$ cat config.mk
export PLATFORM = sky130hd
export DESIGN_NAME = top_k_candidate_tracker
export DESIGN_NICKNAME = d
export VERILOG_FILES = /design/src/tkct_pkg.sv /design/src/tkct_insert.sv /design/src/top_k_candidate_tracker.sv
export SDC_FILE = /design/constraint.sdc
export NUM_CORES = 1
export LEC_CHECK = 0
export BUFFER_PORTS_ARGS = -buffer_cell sky130_fd_sc_hd__buf_2
export CAP_MARGIN = 20
export CORE_UTILIZATION = 35
export CTS_BUF_LIST = sky130_fd_sc_hd__clkbuf_2 sky130_fd_sc_hd__clkbuf_4 sky130_fd_sc_hd__clkbuf_8
export CTS_CLUSTER_SIZE = 8
export DETAILED_ROUTE_END_ITERATION = 16
export PLACE_DENSITY = 0.58
export SETUP_SLACK_MARGIN = 0.15
export SLEW_MARGIN = 20
export SYNTH_ARGS = -nofsm -noshare
export SYNTH_HDL_FRONTEND = slang
export SYNTH_SLANG_ARGS = --single-unit
export TNS_END_PERCENT = 50
$ cat constraint.sdc
create_clock -name clk -period 15.51 [get_ports clk]
set_input_delay 3.102 -clock clk [delete_from_list [all_inputs] [get_ports clk]]
set_output_delay 3.102 -clock clk [all_outputs]
set_load 0.02 [all_outputs]
$ cat src/tkct_pkg.sv
// shared types and constants for the top-k candidate tracker
package tkct_pkg;

  localparam int KEEP_COUNT = 5;
  localparam int SCORE_W    = 16;
  localparam int INDEX_W    = 16;
  localparam int COUNT_W    = $clog2(KEEP_COUNT + 1);

  typedef enum logic {
    FUNC_OFFER = 1'b0,
    FUNC_CLEAR = 1'b1
  } tkct_func_t;

  typedef struct packed {
    tkct_func_t         func;
    logic [SCORE_W-1:0] cand_score;
    logic [INDEX_W-1:0] cand_index;
  } tkct_cand_t;

  typedef struct packed {
    logic               accepted;
    logic               was_duplicate;
    logic [COUNT_W-1:0] held_count;
    logic [INDEX_W-1:0] rank0_index;
    logic [INDEX_W-1:0] rank1_index;
    logic [INDEX_W-1:0] rank2_index;
    logic [INDEX_W-1:0] rank3_index;
    logic [INDEX_W-1:0] rank4_index;
  } tkct_res_t;

  typedef struct packed {
    logic [KEEP_COUNT-1:0][SCORE_W-1:0] score;
    logic [KEEP_COUNT-1:0][INDEX_W-1:0] index;
  } tkct_list_t;

  typedef struct packed {
    logic               accepted;
    logic               dup;
    logic [COUNT_W-1:0] count;
  } tkct_verdict_t;

endpackage

$ cat src/tkct_insert.sv
// one-pass duplicate check and sorted insertion into the ranked list
module tkct_insert import tkct_pkg::*; (
  input  tkct_list_t    list_cur,
  input  logic [COUNT_W-1:0] count_cur,
  input  tkct_cand_t    cand,
  output tkct_list_t    list_upd,
  output tkct_verdict_t verdict
);

  logic [KEEP_COUNT-1:0] held;
  logic [KEEP_COUNT-1:0] ge;
  logic [KEEP_COUNT-1:0] hit;
  logic                  room;
  logic                  beats_worst;
  logic                  dup;
  logic                  take;

  always_comb begin
    for (int i = 0; i < KEEP_COUNT; i++) begin
      held[i] = COUNT_W'(i) < count_cur;
      ge[i]   = held[i] && (list_cur.score[i] >= cand.cand_score);
      hit[i]  = held[i] && (list_cur.index[i] == cand.cand_index);
    end
  end

  assign room        = count_cur < COUNT_W'(KEEP_COUNT);
  assign beats_worst = cand.cand_score > list_cur.score[KEEP_COUNT-1];
  assign dup         = (cand.func == FUNC_OFFER) && (|hit);
  assign take        = (cand.func == FUNC_OFFER) && !dup && (room || beats_worst);

  // entries at or above the new score stay, the new one lands after them,
  // everything below slides down one place
  always_comb begin
    logic               prev_ge;
    logic [SCORE_W-1:0] prev_score;
    logic [INDEX_W-1:0] prev_index;
    list_upd   = list_cur;
    prev_ge    = 1'b1;
    prev_score = '0;
    prev_index = '0;
    if (take) begin
      for (int i = 0; i < KEEP_COUNT; i++) begin
        if (ge[i]) begin
          list_upd.score[i] = list_cur.score[i];
          list_upd.index[i] = list_cur.index[i];
        end else if (prev_ge) begin
          list_upd.score[i] = cand.cand_score;
          list_upd.index[i] = cand.cand_index;
        end else begin
          list_upd.score[i] = prev_score;
          list_upd.index[i] = prev_index;
        end
        prev_ge    = ge[i];
        prev_score = list_cur.score[i];
        prev_index = list_cur.index[i];
      end
    end
  end

  always_comb begin
    verdict.accepted = take;
    verdict.dup      = dup;
    if (cand.func == FUNC_CLEAR) begin
      verdict.count = '0;
    end else if (take && room) begin
      verdict.count = count_cur + COUNT_W'(1);
    end else begin
      verdict.count = count_cur;
    end
  end

endmodule

$ cat src/top_k_candidate_tracker.sv
// top-k candidate tracker: keeps the five best (score, index) offers in rank order
//
// cand channel: one transaction per item; func selects an offer or a clear of
// the list. An offer whose index is already held is flagged and dropped; an
// offer into a full list replaces the worst entry only when its score is
// strictly higher. Ties keep the earlier arrival ahead.
// res channel: exactly one transaction per item, carrying accepted,
// was_duplicate, held_count and the five ranked indices (zero where unheld).
// Throughput is one item per cycle while res_stall does not hold the result: the duplicate search and the insertion
// compare against all five entries at once, between the input register and
// the result register. res_valid rises when an item's result is loaded from
// the input register into the result register.
// When res_stall is held the result register keeps its transaction, one more
// item waits in the input register, and then cand_stall rises.
// Reset empties the list and drops any item in flight; the stored scores and
// indices are not cleared and are never shown while unheld.
module top_k_candidate_tracker import tkct_pkg::*; (
  input  logic       clk,
  input  logic       rst,
  input  logic       cand_valid,
  output logic       cand_stall,
  input  tkct_cand_t cand,
  output logic       res_valid,
  input  logic       res_stall,
  output tkct_res_t  res
);

  logic               stage_valid;
  tkct_cand_t         stage;
  tkct_list_t         list;
  logic [COUNT_W-1:0] count;

  tkct_list_t    list_next;
  tkct_verdict_t verdict;
  logic          res_free;
  logic          proc;
  logic          take_cand;
  logic [KEEP_COUNT-1:0][INDEX_W-1:0] rank;
  logic          sorted_ok;

  assign res_free   = !res_valid || !res_stall;
  assign proc       = stage_valid && res_free;
  assign cand_stall = stage_valid && !res_free;
  assign take_cand  = cand_valid && !cand_stall;

  tkct_insert u_insert (
    .list_cur (list),
    .count_cur(count),
    .cand     (stage),
    .list_upd (list_next),
    .verdict  (verdict)
  );

  always_comb begin
    for (int j = 0; j < KEEP_COUNT; j++) begin
      rank[j] = (COUNT_W'(j) < verdict.count) ? list_next.index[j] : '0;
    end
  end

  always_ff @(posedge clk) begin
    if (rst) begin
      stage_valid <= 1'b0;
    end else if (take_cand) begin
      stage_valid <= 1'b1;
    end else if (proc) begin
      stage_valid <= 1'b0;
    end
  end

  always_ff @(posedge clk) begin
    if (take_cand) begin
      stage <= cand;
    end
  end

  always_ff @(posedge clk) begin
    if (rst) begin
      count <= '0;
    end else if (proc) begin
      count <= verdict.count;
    end
  end

  always_ff @(posedge clk) begin
    if (proc) begin
      list <= list_next;
    end
  end

  always_ff @(posedge clk) begin
    if (rst) begin
      res_valid <= 1'b0;
    end else if (proc) begin
      res_valid <= 1'b1;
    end else if (!res_stall) begin
      res_valid <= 1'b0;
    end
  end

  always_ff @(posedge clk) begin
    if (proc) begin
      res.accepted      <= verdict.accepted;
      res.was_duplicate <= verdict.dup;
      res.held_count    <= verdict.count;
      res.rank0_index   <= rank[0];
      res.rank1_index   <= rank[1];
      res.rank2_index   <= rank[2];
      res.rank3_index   <= rank[3];
      res.rank4_index   <= rank[4];
    end
  end

  // held entries must stay in descending score order
  always_comb begin
    sorted_ok = 1'b1;
    for (int i = 1; i < KEEP_COUNT; i++) begin
      if (COUNT_W'(i) < count && list.score[i] > list.score[i-1]) begin
        sorted_ok = 1'b0;
      end
    end
  end

  a_count_range: assert property (@(posedge clk) disable iff (rst)
    count <= COUNT_W'(KEEP_COUNT))
    else $error("held count above list depth");

  a_sorted: assert property (@(posedge clk) disable iff (rst)
    sorted_ok)
    else $error("ranked list out of order");

  a_clear_empties: assert property (@(posedge clk) disable iff (rst)
    (proc && stage.func == FUNC_CLEAR) |=> (count == '0))
    else $error("clear left entries held");

  a_dup_not_taken: assert property (@(posedge clk) disable iff (rst)
    res_valid |-> !(res.accepted && res.was_duplicate))
    else $error("duplicate offer entered the list");

  a_count_step: assert property (@(posedge clk) disable iff (rst)
    (proc && verdict.accepted) |=>
      (count == $past(count) || count == $past(count) + COUNT_W'(1)))
    else $error("insertion changed count by more than one");

endmodule
# Word-level counts from Yosys, hierarchy flattened
# Cells that the tools add are included.
[word_totals]
ff_bits = 283
in_bits = 37
[classes]
add_sub_neg = 1
order_cmp = 17
n_eq_ne = 6
n_mux = 20
bitwise_logic = 6
reduce_logical = 31
[ops]
columns = ["cell", "n"]
rows = [
  ["$mux 16", 13],
  ["$eq 16x16->1", 5],
  ["$ge 16x16->1", 5],
  ["$mux 80", 1],
  ["$logic_and 1x1->1", 17],
  ["$gt 16x16->1", 1],
  ["$reduce_and 3->1", 5],
  ["$lt 1x3->1 const A", 4],
  ["$lt 2x3->1 const A", 4],
  ["$lt 3x3->1 const A", 2],
  ["$mux 3", 2],
  ["$not 1->1", 6],
  ["$logic_not 1->1", 5],
  ["$reduce_or 5->1", 1],
  ["$mux 1", 4],
  ["$add 3x1->3 const B", 1],
  ["$lt 3x3->1 const B", 1],
  ["$logic_or 1x1->1", 2],
  ["$ne 2x1->1 const B", 1],
  ["$reduce_bool 2->1", 1],
]

# Longest topological paths before layout
# Gate-level depths: netlist of the first run.
[logic_depth]
depth_word = 11
depth_mapped = 12
depth_no_buf = 10

# Cells and area by module
# From an unflattened synthesis of the first run, not the netlist that was laid out.
[unflattened]
hier_cells = 1244
hier_area_um2 = 15603.7
[by_module_without_submodules]
columns = ["mod", "instances", "cells_per_inst", "area_per_inst_um2", "seq_area_each_um2"]
rows = [
  ["top_k_candidate_tracker", 1, 390, 9210.1, 8448.1],
  ["tkct_insert", 1, 854, 6393.6, 0.0],
]

# Worst setup path after synthesis of the first run
# Ideal clock, no wire load.
[synth_timing]
path_kind = "input -> register"
startpoint = "input res_stall"
endpoint = "register list[100] (netlist name), enable pin"
setup_time_ns = 0.374
arrival_ns = 7.319
path_slack_ns = 7.817
cell_stages = 4
path_cell_list = "nand2_1 > nand2_1 > inv_1 > and2_1"
[synth_between]
elab_chain_len = 4
[synth_lines]
columns = ["item", "line", "rtl"]
rows = [
  ["from (decl)", "top_k_candidate_tracker.sv:24", "input logic res_stall,"],
  ["$logic_not 1->1", "-", ""],
  ["$logic_or 1x1->1", "top_k_candidate_tracker.sv:41", "assign res_free = !res_valid || !res_stall;"],
  ["$logic_and 1x1->1", "top_k_candidate_tracker.sv:42", "assign proc = stage_valid && res_free;"],
  ["net proc", "top_k_candidate_tracker.sv:36", "logic proc;"],
  ["$reduce_and 3->1 (no source line)", "-", ""],
  ["to (signal assigned)", "top_k_candidate_tracker.sv:86", "list <= list_next;"],
  ["to (decl)", "top_k_candidate_tracker.sv:30", "tkct_list_t list;"],
]
# The timed path passes the listed nets, and every way through them passes these cells.
# A chain may end at the register's enable or synchronous reset.

# Worst setup path after layout of the first run
[layout_timing]
startpoint = "input res_stall"
endpoint = "output cand_stall"
[layout_between]
elab_chain_len = 4
[layout_lines]
columns = ["item", "line", "rtl"]
rows = [
  ["$logic_not 1->1", "-", ""],
  ["$logic_or 1x1->1", "top_k_candidate_tracker.sv:41", ""],
  ["$logic_not 1->1", "top_k_candidate_tracker.sv:43", "assign cand_stall = stage_valid && !res_free;"],
  ["$logic_and 1x1->1", "top_k_candidate_tracker.sv:43", ""],
  ["to (decl)", "top_k_candidate_tracker.sv:21", "output logic cand_stall,"],
]
# No other way between the ends.

==> run_results.csv, run 1 <==
group,metric,value,unit
synthesis,synth_area,14700,sq um
run_status,status,"finished with violations",
routing,drtAntennaViolNets,0,
floorplanning,core,41100,sq um
clock_network,h-tree-depth,2,
clock_network,cts_tree,"built",
routing,drcViolationCount,5,
setup_path,crit_type,"in -> out",
cells_and_area,num_antenna_cells,0,
setup_path,cp_top_family,"buffers and inverters",
cells_and_area,final_cells,1822,
placed_design,place_ws,8770,ps
clock_network,cts_sinks,283,
setup_path,cp.required,12410,ps
cells_and_area,fin_util,0.412,
synthesis,syn_area_per_cell,13.1,sq um
synthesis,synthSimpleGateAreaFrac,0.0861,
timing,final.setup.tns,0,ps
synthesis,synth_top_area_share,0.568,
synthesis,yosysWarningCount,0,
cells_and_area,final_common_cell,"edfxtp_1",
setup_path,max_stage_delay,240,ps
global_routing,grt_pass1_vias,9401,
timing,slew_headroom,0.249,
timing,setup_viol,0,
synthesis,synth-edff-count,278,
synthesis,synth.largest_area_cell,"edfxtp_1",
synthesis,synthAdderAreaFrac,0.0689,
setup_path,crit_path_frequent_cell,"buf_2",
power,vdd_drop_max,54.6,uV
power,powerDensity,104,nW/um^2
clock_network,ctsRootBufferMaster,"clkbuf_8",
floorplanning,die_x,207,um
global_routing,antenna_found_initial,0,
floorplanning,placementRows,74,
power,clkPwrFrac,0.390,
cells_and_area,syn_to_final_growth,15.1,%
placed_design,routabilityCongestion,0.841,
floorplanning,start_util,0.358,
timing,rsz0062_at_grt,"no",
clock_network,clkLatencyLatePin,640,ps
synthesis,ys_seq_elements,283,
timing,worst_pin_slew,1110,ps
placed_design,numPortBuffers,123,
synthesis,ys_seq_area_frac,0.574,
synthesis,syn_inst,1125,
run_status,violations,"design-rule violations",
timing,period_minus_slack,6740,ps
clock_network,cts_buffers,50,
clock_network,post-cts-setup-buffers,0,
power,seq_power_share,0.515,
routing,drtIter0Drc,757,
power,combPwrFrac,0.095,
setup_path,critPathSlowestCell,"and3_1",
synthesis,synthArstFlopShare,0,
power,p_int,0.00132,W
routing,vias_per_cell,5.23,
routing,first_pass_iters,11,
global_routing,grt_overflow,0,
cells_and_area,layout_common_cells,"edfxtp_1, buf_2, ha_1",
synthesis,synth-compound-area-share,0.104,
synthesis,synth_top_family_by_area,"compound AO/OA/AOI/OAI gates",
timing,timing.final.crit_share,0.434,
routing,vias,9536,
global_routing,grt_max_degree,115,
power,p_sw,0.000446,W
run,maxCapViolations,0,
setup_path,crit_chain,"buf_2 > and3_1 > buf_2",
synthesis,synth.area.top_cells,"edfxtp_1, ha_1, mux2_2",
timing,fmax,148,MHz
worst_hold_path,worstHoldPathType,"reg -> reg",
synthesis,synth-xor-area-share,0.0482,
power,switching_share,0.252,
routing,drt_wl_total,34.9,mm
floorplanning,io_pins,124,
setup_path,arrival,3630,ps
timing,slew_violations,0,
cells_and_area,nFillCells,3900,
placed_design,hpwl,25.2,mm
synthesis,ys.flop_type,"edfxtp_1",
setup_path,worst_setup_path_end_kind,"primary output",
routing,post_drt_wl_per_cell,19.1,um
setup_path,crit_buf_inv,2,
clock_network,cts.path.max_buffers,3,
global_routing,grt_pass1_wl,54.3,mm
floorplanning,die_h,207,um
timing,fin_skew,38.2,ps
placed_design,post-place-cells,1736,
clock_network,postCtsHoldBufs,0,
timing,finalHoldViolations,0,
synthesis,synthDistinctLibCells,57,
cells_and_area,drive_above_1_share,0.264,
timing,whs,506,ps
global_routing,grt_util_all_layers,0.163,
cells_and_area,fin_nets,1375,
power,p_leak,6.48,nW
setup_path,cp_max_fo,3,
floorplanning,die-area,42800,sq um
clock_network,ctsResizeCount,0,
synthesis,synthMuxAreaShare,0.0939,
clock_network,clk_pin_slew,60,ps
setup_path,cp-start-kind,"primary input",
synthesis,syn_nets,1243,
timing,final.setup.worst_slack,8770,ps
through the flow:
stage               total power (W)  cell area (sq um)
finish                      0.00177              16900
CTS                         0.00179              16900
global placement            0.00109              15900
floorplan                   0.00103              14700
global route                0.00184              16900
detailed placement          0.00109              15900
cell type report:
class	count	area, sq um	area share
well taps	532	666	0.0393
inverters	28	110	0.00650
clock inverters	11	88.8	0.00525
multi-input cells	756	5990	0.354
flip-flops and latches	283	8450	0.499
repair buffers	138	748	0.0442
clock buffers	74	881	0.0520
worst min-delay path: stages, from the launching register on:
cell	delay (ps)
dfxtp_1	350
a21oi_1	50
nor2_1	80
synth_stat cells (all sizes together) (3+ instances only):
cell type and number:
a211oi 53, xor2 69, nand4 14, inv 28, clkbuf 29, nor2b 17, or4 5, nand3 11
mux2 80, a2111oi 4, ha 81, edfxtp 278, and2 19, or2 3, and3 4, dfxtp 5
nor3 15, nand2b 7, buf 29, nand2 50, a21o 24, nor2 62, xnor2 12, a31oi 3
nor4b 3, nor4 26, a41oi 5, a21oi 69, o21a 5, mux2i 48, o21ai 43
logic make-up (layout without fill, tap and decap cells):
logic type / Yosys count / in the layout
adders and majority gates: 81 / 81
muxes: 128 / 128
xor gates and xnor gates: 81 / 81
DFF: 283 / 283
buffers and inverters: 86 / 251
and+or+nand+nor: 245 / 245
AOI/OAI and AO/OA: 221 / 221
flip-flops by register name, summed over array words and instances, names as in the netlist:
register	flops
stage	33
list	160
stage_valid	1
res_valid	1
res	85
count	3
power groups by stage:
stage	combinational, W	sequential [W]	clock (W)
2_1_floorplan	0.000111	0.000924	0
3_3_place_gp	0.000162	0.000923	0
3_5_place_dp	0.000166	0.000924	0
4_1_cts	0.000168	0.000909	0.000713
5_1_grt	0.000186	0.000912	0.000743
6_report	0.000168	0.000909	0.000689
per-layer routing:
layer,share of wire,routed length [um],vias to the layer above,GRT usage
met5,0,0,-,0
met4,0.025,861,0,0.0548
met3,0.062,2170,54,0.0321
met2,0.42,14600,268,0.234
met1,0.49,17200,4646,0.243
li1,-,-,4568,-
path summary, 6_finish.rpt:
path | startpoint | endpoint | slack (ps) | cells past startpoint
min | stage_valid | res_valid | 510 | 2
max | res_stall | cand_stall | 8770 | 3
min reg2reg | stage_valid | res_valid | 510 | 2
max reg2reg | stage[16] | list[103] | 11160 | 9
No activity file was read; power rests on OpenSTA's default activity.
==> inputs of run 2 (changes only) <==
clock period = 6.9 ns   (was 15.51 ns; I/O delays follow)
==> run 2 against run 1 <==
Register-to-register slack worse by 8600 ps. Non-clock buffer count is 2 higher. Final area is 0.21% lower. Routed wire length is 5.7% higher. Highest routed layer unchanged. Critical endpoint is now list[104]. Largest cell class unchanged. The flow still finishes with violations (design-rule violations). Hold slack worse by 12 ps.
==> run_results.csv, run 2 (synthesis results as in run 1) <==
group,metric,value,unit
run_status,status,"finished with violations",
run_status,violations,"design-rule violations",
clock_network,cts_sinks,283,
timing,rsz0062_at_grt,"no",
clock_network,ctsRootBufferMaster,"clkbuf_8",
clock_network,cts_tree,"built",
routing,drtAntennaViolNets,0,
setup_path,worstReg2RegStart,"stage[16]",
cells_and_area,top_regs,"list: 160 flops, res: 85 flops, stage: 33 flops",
timing,period_minus_slack,4360,ps
clock_network,cts.path.max_buffers,3,
setup_path,r2r_cells,9,
floorplanning,core,41100,sq um
floorplanning,die-area,42800,sq um
cells_and_area,layout_common_cells,"edfxtp_1, buf_2, ha_1",
cells_and_area,syn_to_final_growth,14.8,%
cells_and_area,final_common_cell,"edfxtp_1",
worst_hold_path,whs_path_depth,0,
timing,worst_pin_slew,1080,ps
placed_design,hpwl,26.1,mm
routing,drt_wl_total,36.8,mm
floorplanning,die_x,207,um
setup_path,crit_chain,"ha_1 > nand2b_1 > a21o_1 > a21o_1 > a2111oi_0 > o221ai_1 > a211oi_4 > buf_4 > and2_1",
run,maxCapViolations,0,
setup_path,cp_max_fo,49,
power,vdd_drop_max,142,uV
cells_and_area,fin_util,0.411,
setup_path,cp.required,7140,ps
clock_network,ctsResizeCount,0,
clock_network,clk_pin_slew,60,ps
placed_design,numPortBuffers,123,
setup_path,cp-start-kind,"register",
cells_and_area,drive_above_1_share,0.259,
cells_and_area,fin_nets,1377,
cells_and_area,num_antenna_cells,0,
floorplanning,io_pins,124,
timing,finalHoldViolations,0,
power,p_leak,6.46,nW
worst_hold_path,worstHoldPathType,"reg -> reg",
cells_and_area,top_register,"list",
routing,first_pass_iters,13,
global_routing,grt_util_all_layers,0.173,
setup_path,crit_path_frequent_cell,"a21o_1",
clock_network,post-cts-setup-buffers,0,
setup_path,max_stage_delay,820,ps
timing,setup_viol,0,
timing,final.setup.tns,0,ps
global_routing,grt_pass1_wl,57.1,mm
timing,timing.final.crit_share,0.632,
setup_path,arrival,4600,ps
clock_network,cts_buffers,50,
setup_path,worst_setup_path_end_kind,"register",
global_routing,antenna_found_initial,0,
global_routing,grt_max_degree,65,
routing,drcViolationCount,4,
worst_hold_path,hold_path.startpoint,"stage[18]",
setup_path,crit_type,"reg -> reg",
timing,fmax,229,MHz
routing,drtIter0Drc,634,
floorplanning,placementRows,74,
global_routing,grt_overflow,0,
floorplanning,die_h,207,um
routing,vias_per_cell,5.22,
placed_design,routabilityCongestion,0.839,
routing,post_drt_wl_per_cell,20.2,um
cells_and_area,final_cells,1827,
power,p_total,0.00392,W
floorplanning,start_util,0.358,
cells_and_area,nFillCells,3907,
cells_and_area,largest_reg_flops,160,
clock_network,postCtsHoldBufs,0,
setup_path,critPathSlowestCell,"and2_1",
global_routing,grt_pass1_vias,9458,
timing,slew_violations,0,
timing,slew_headroom,0.281,
power,powerDensity,232,nW/um^2
timing,fin_skew,31.6,ps
setup_path,crit_start,"stage[16]",
clock_network,h-tree-depth,2,
routing,vias,9532,
placed_design,post-place-cells,1739,
clock_network,clkLatencyLatePin,640,ps
==> run 2: cell types whose count changed in the layout (fill, tap and decap cells not counted), sizes merged <==
cell / previous run / this run
buf: 138 / 140
clkbuf: 74 / 61
clkinv: 9 / 24
inv: 28 / 29
==> run 2: metrics by stage <==
stage          setup WS [ps]  hold slack, ps  area, sq um
2_1_floorplan            929             451        14700
3_3_place_gp            2500             471        15900
3_5_place_dp            2390             488        16000
4_1_cts                 2370             485        16900
5_1_grt                 2140             521        16900
6_report                2540             494        16900
==> run 2: area by class of cell <==
| type | count | area [sq um] | share of cell area |
|---|---|---|---|
| clock inverter | 27 | 160 | 0.00948 |
| timing repair buffer | 140 | 763 | 0.0452 |
| inverter | 28 | 110 | 0.00652 |
| sequential | 283 | 8450 | 0.500 |
| tap | 532 | 666 | 0.0394 |
| multi-input combinational | 756 | 5970 | 0.354 |
| clock buffer | 61 | 771 | 0.0456 |
==> run 2: worst max-delay path, delay by kind of cell (launching register included) <==
family                   cells  cell delay, ps
AO/OA/AOI/OAI                5            1660
adder cells (fa/ha/maj)      1             350
buffers and inverters        1             460
flip-flops                   1             540
AND/OR/NAND/NOR              2             970
==> run 2: metal layers <==
layer / share of wire / up-vias / routed length, um / track usage
met4: 0.022 / 0 / 797 / 0.0561
met2: 0.43 / 280 / 15700 / 0.253
li1: - / 4569 / - / -
met3: 0.057 / 49 / 2100 / 0.0349
met1: 0.50 / 4634 / 18300 / 0.254
met5: 0 / - / 0 / 0
==> run 2: report_power, final <==
group / total (W) / leakage (nW) / switching [W] / internal (W)
Combinational: 0.000380 / 3.31 / 0.000241 / 0.000139
Sequential: 0.00205 / 2.66 / 0.0000674 / 0.00198
Clock: 0.00149 / 0.490 / 0.000716 / 0.000775
==> run 2: path summary, 6_finish.rpt <==
path / slack [ps] / to
max: 2540 / list[104]
min: 490 / list[82]
max reg2reg: 2540 / list[104]
min reg2reg: 490 / list[82]
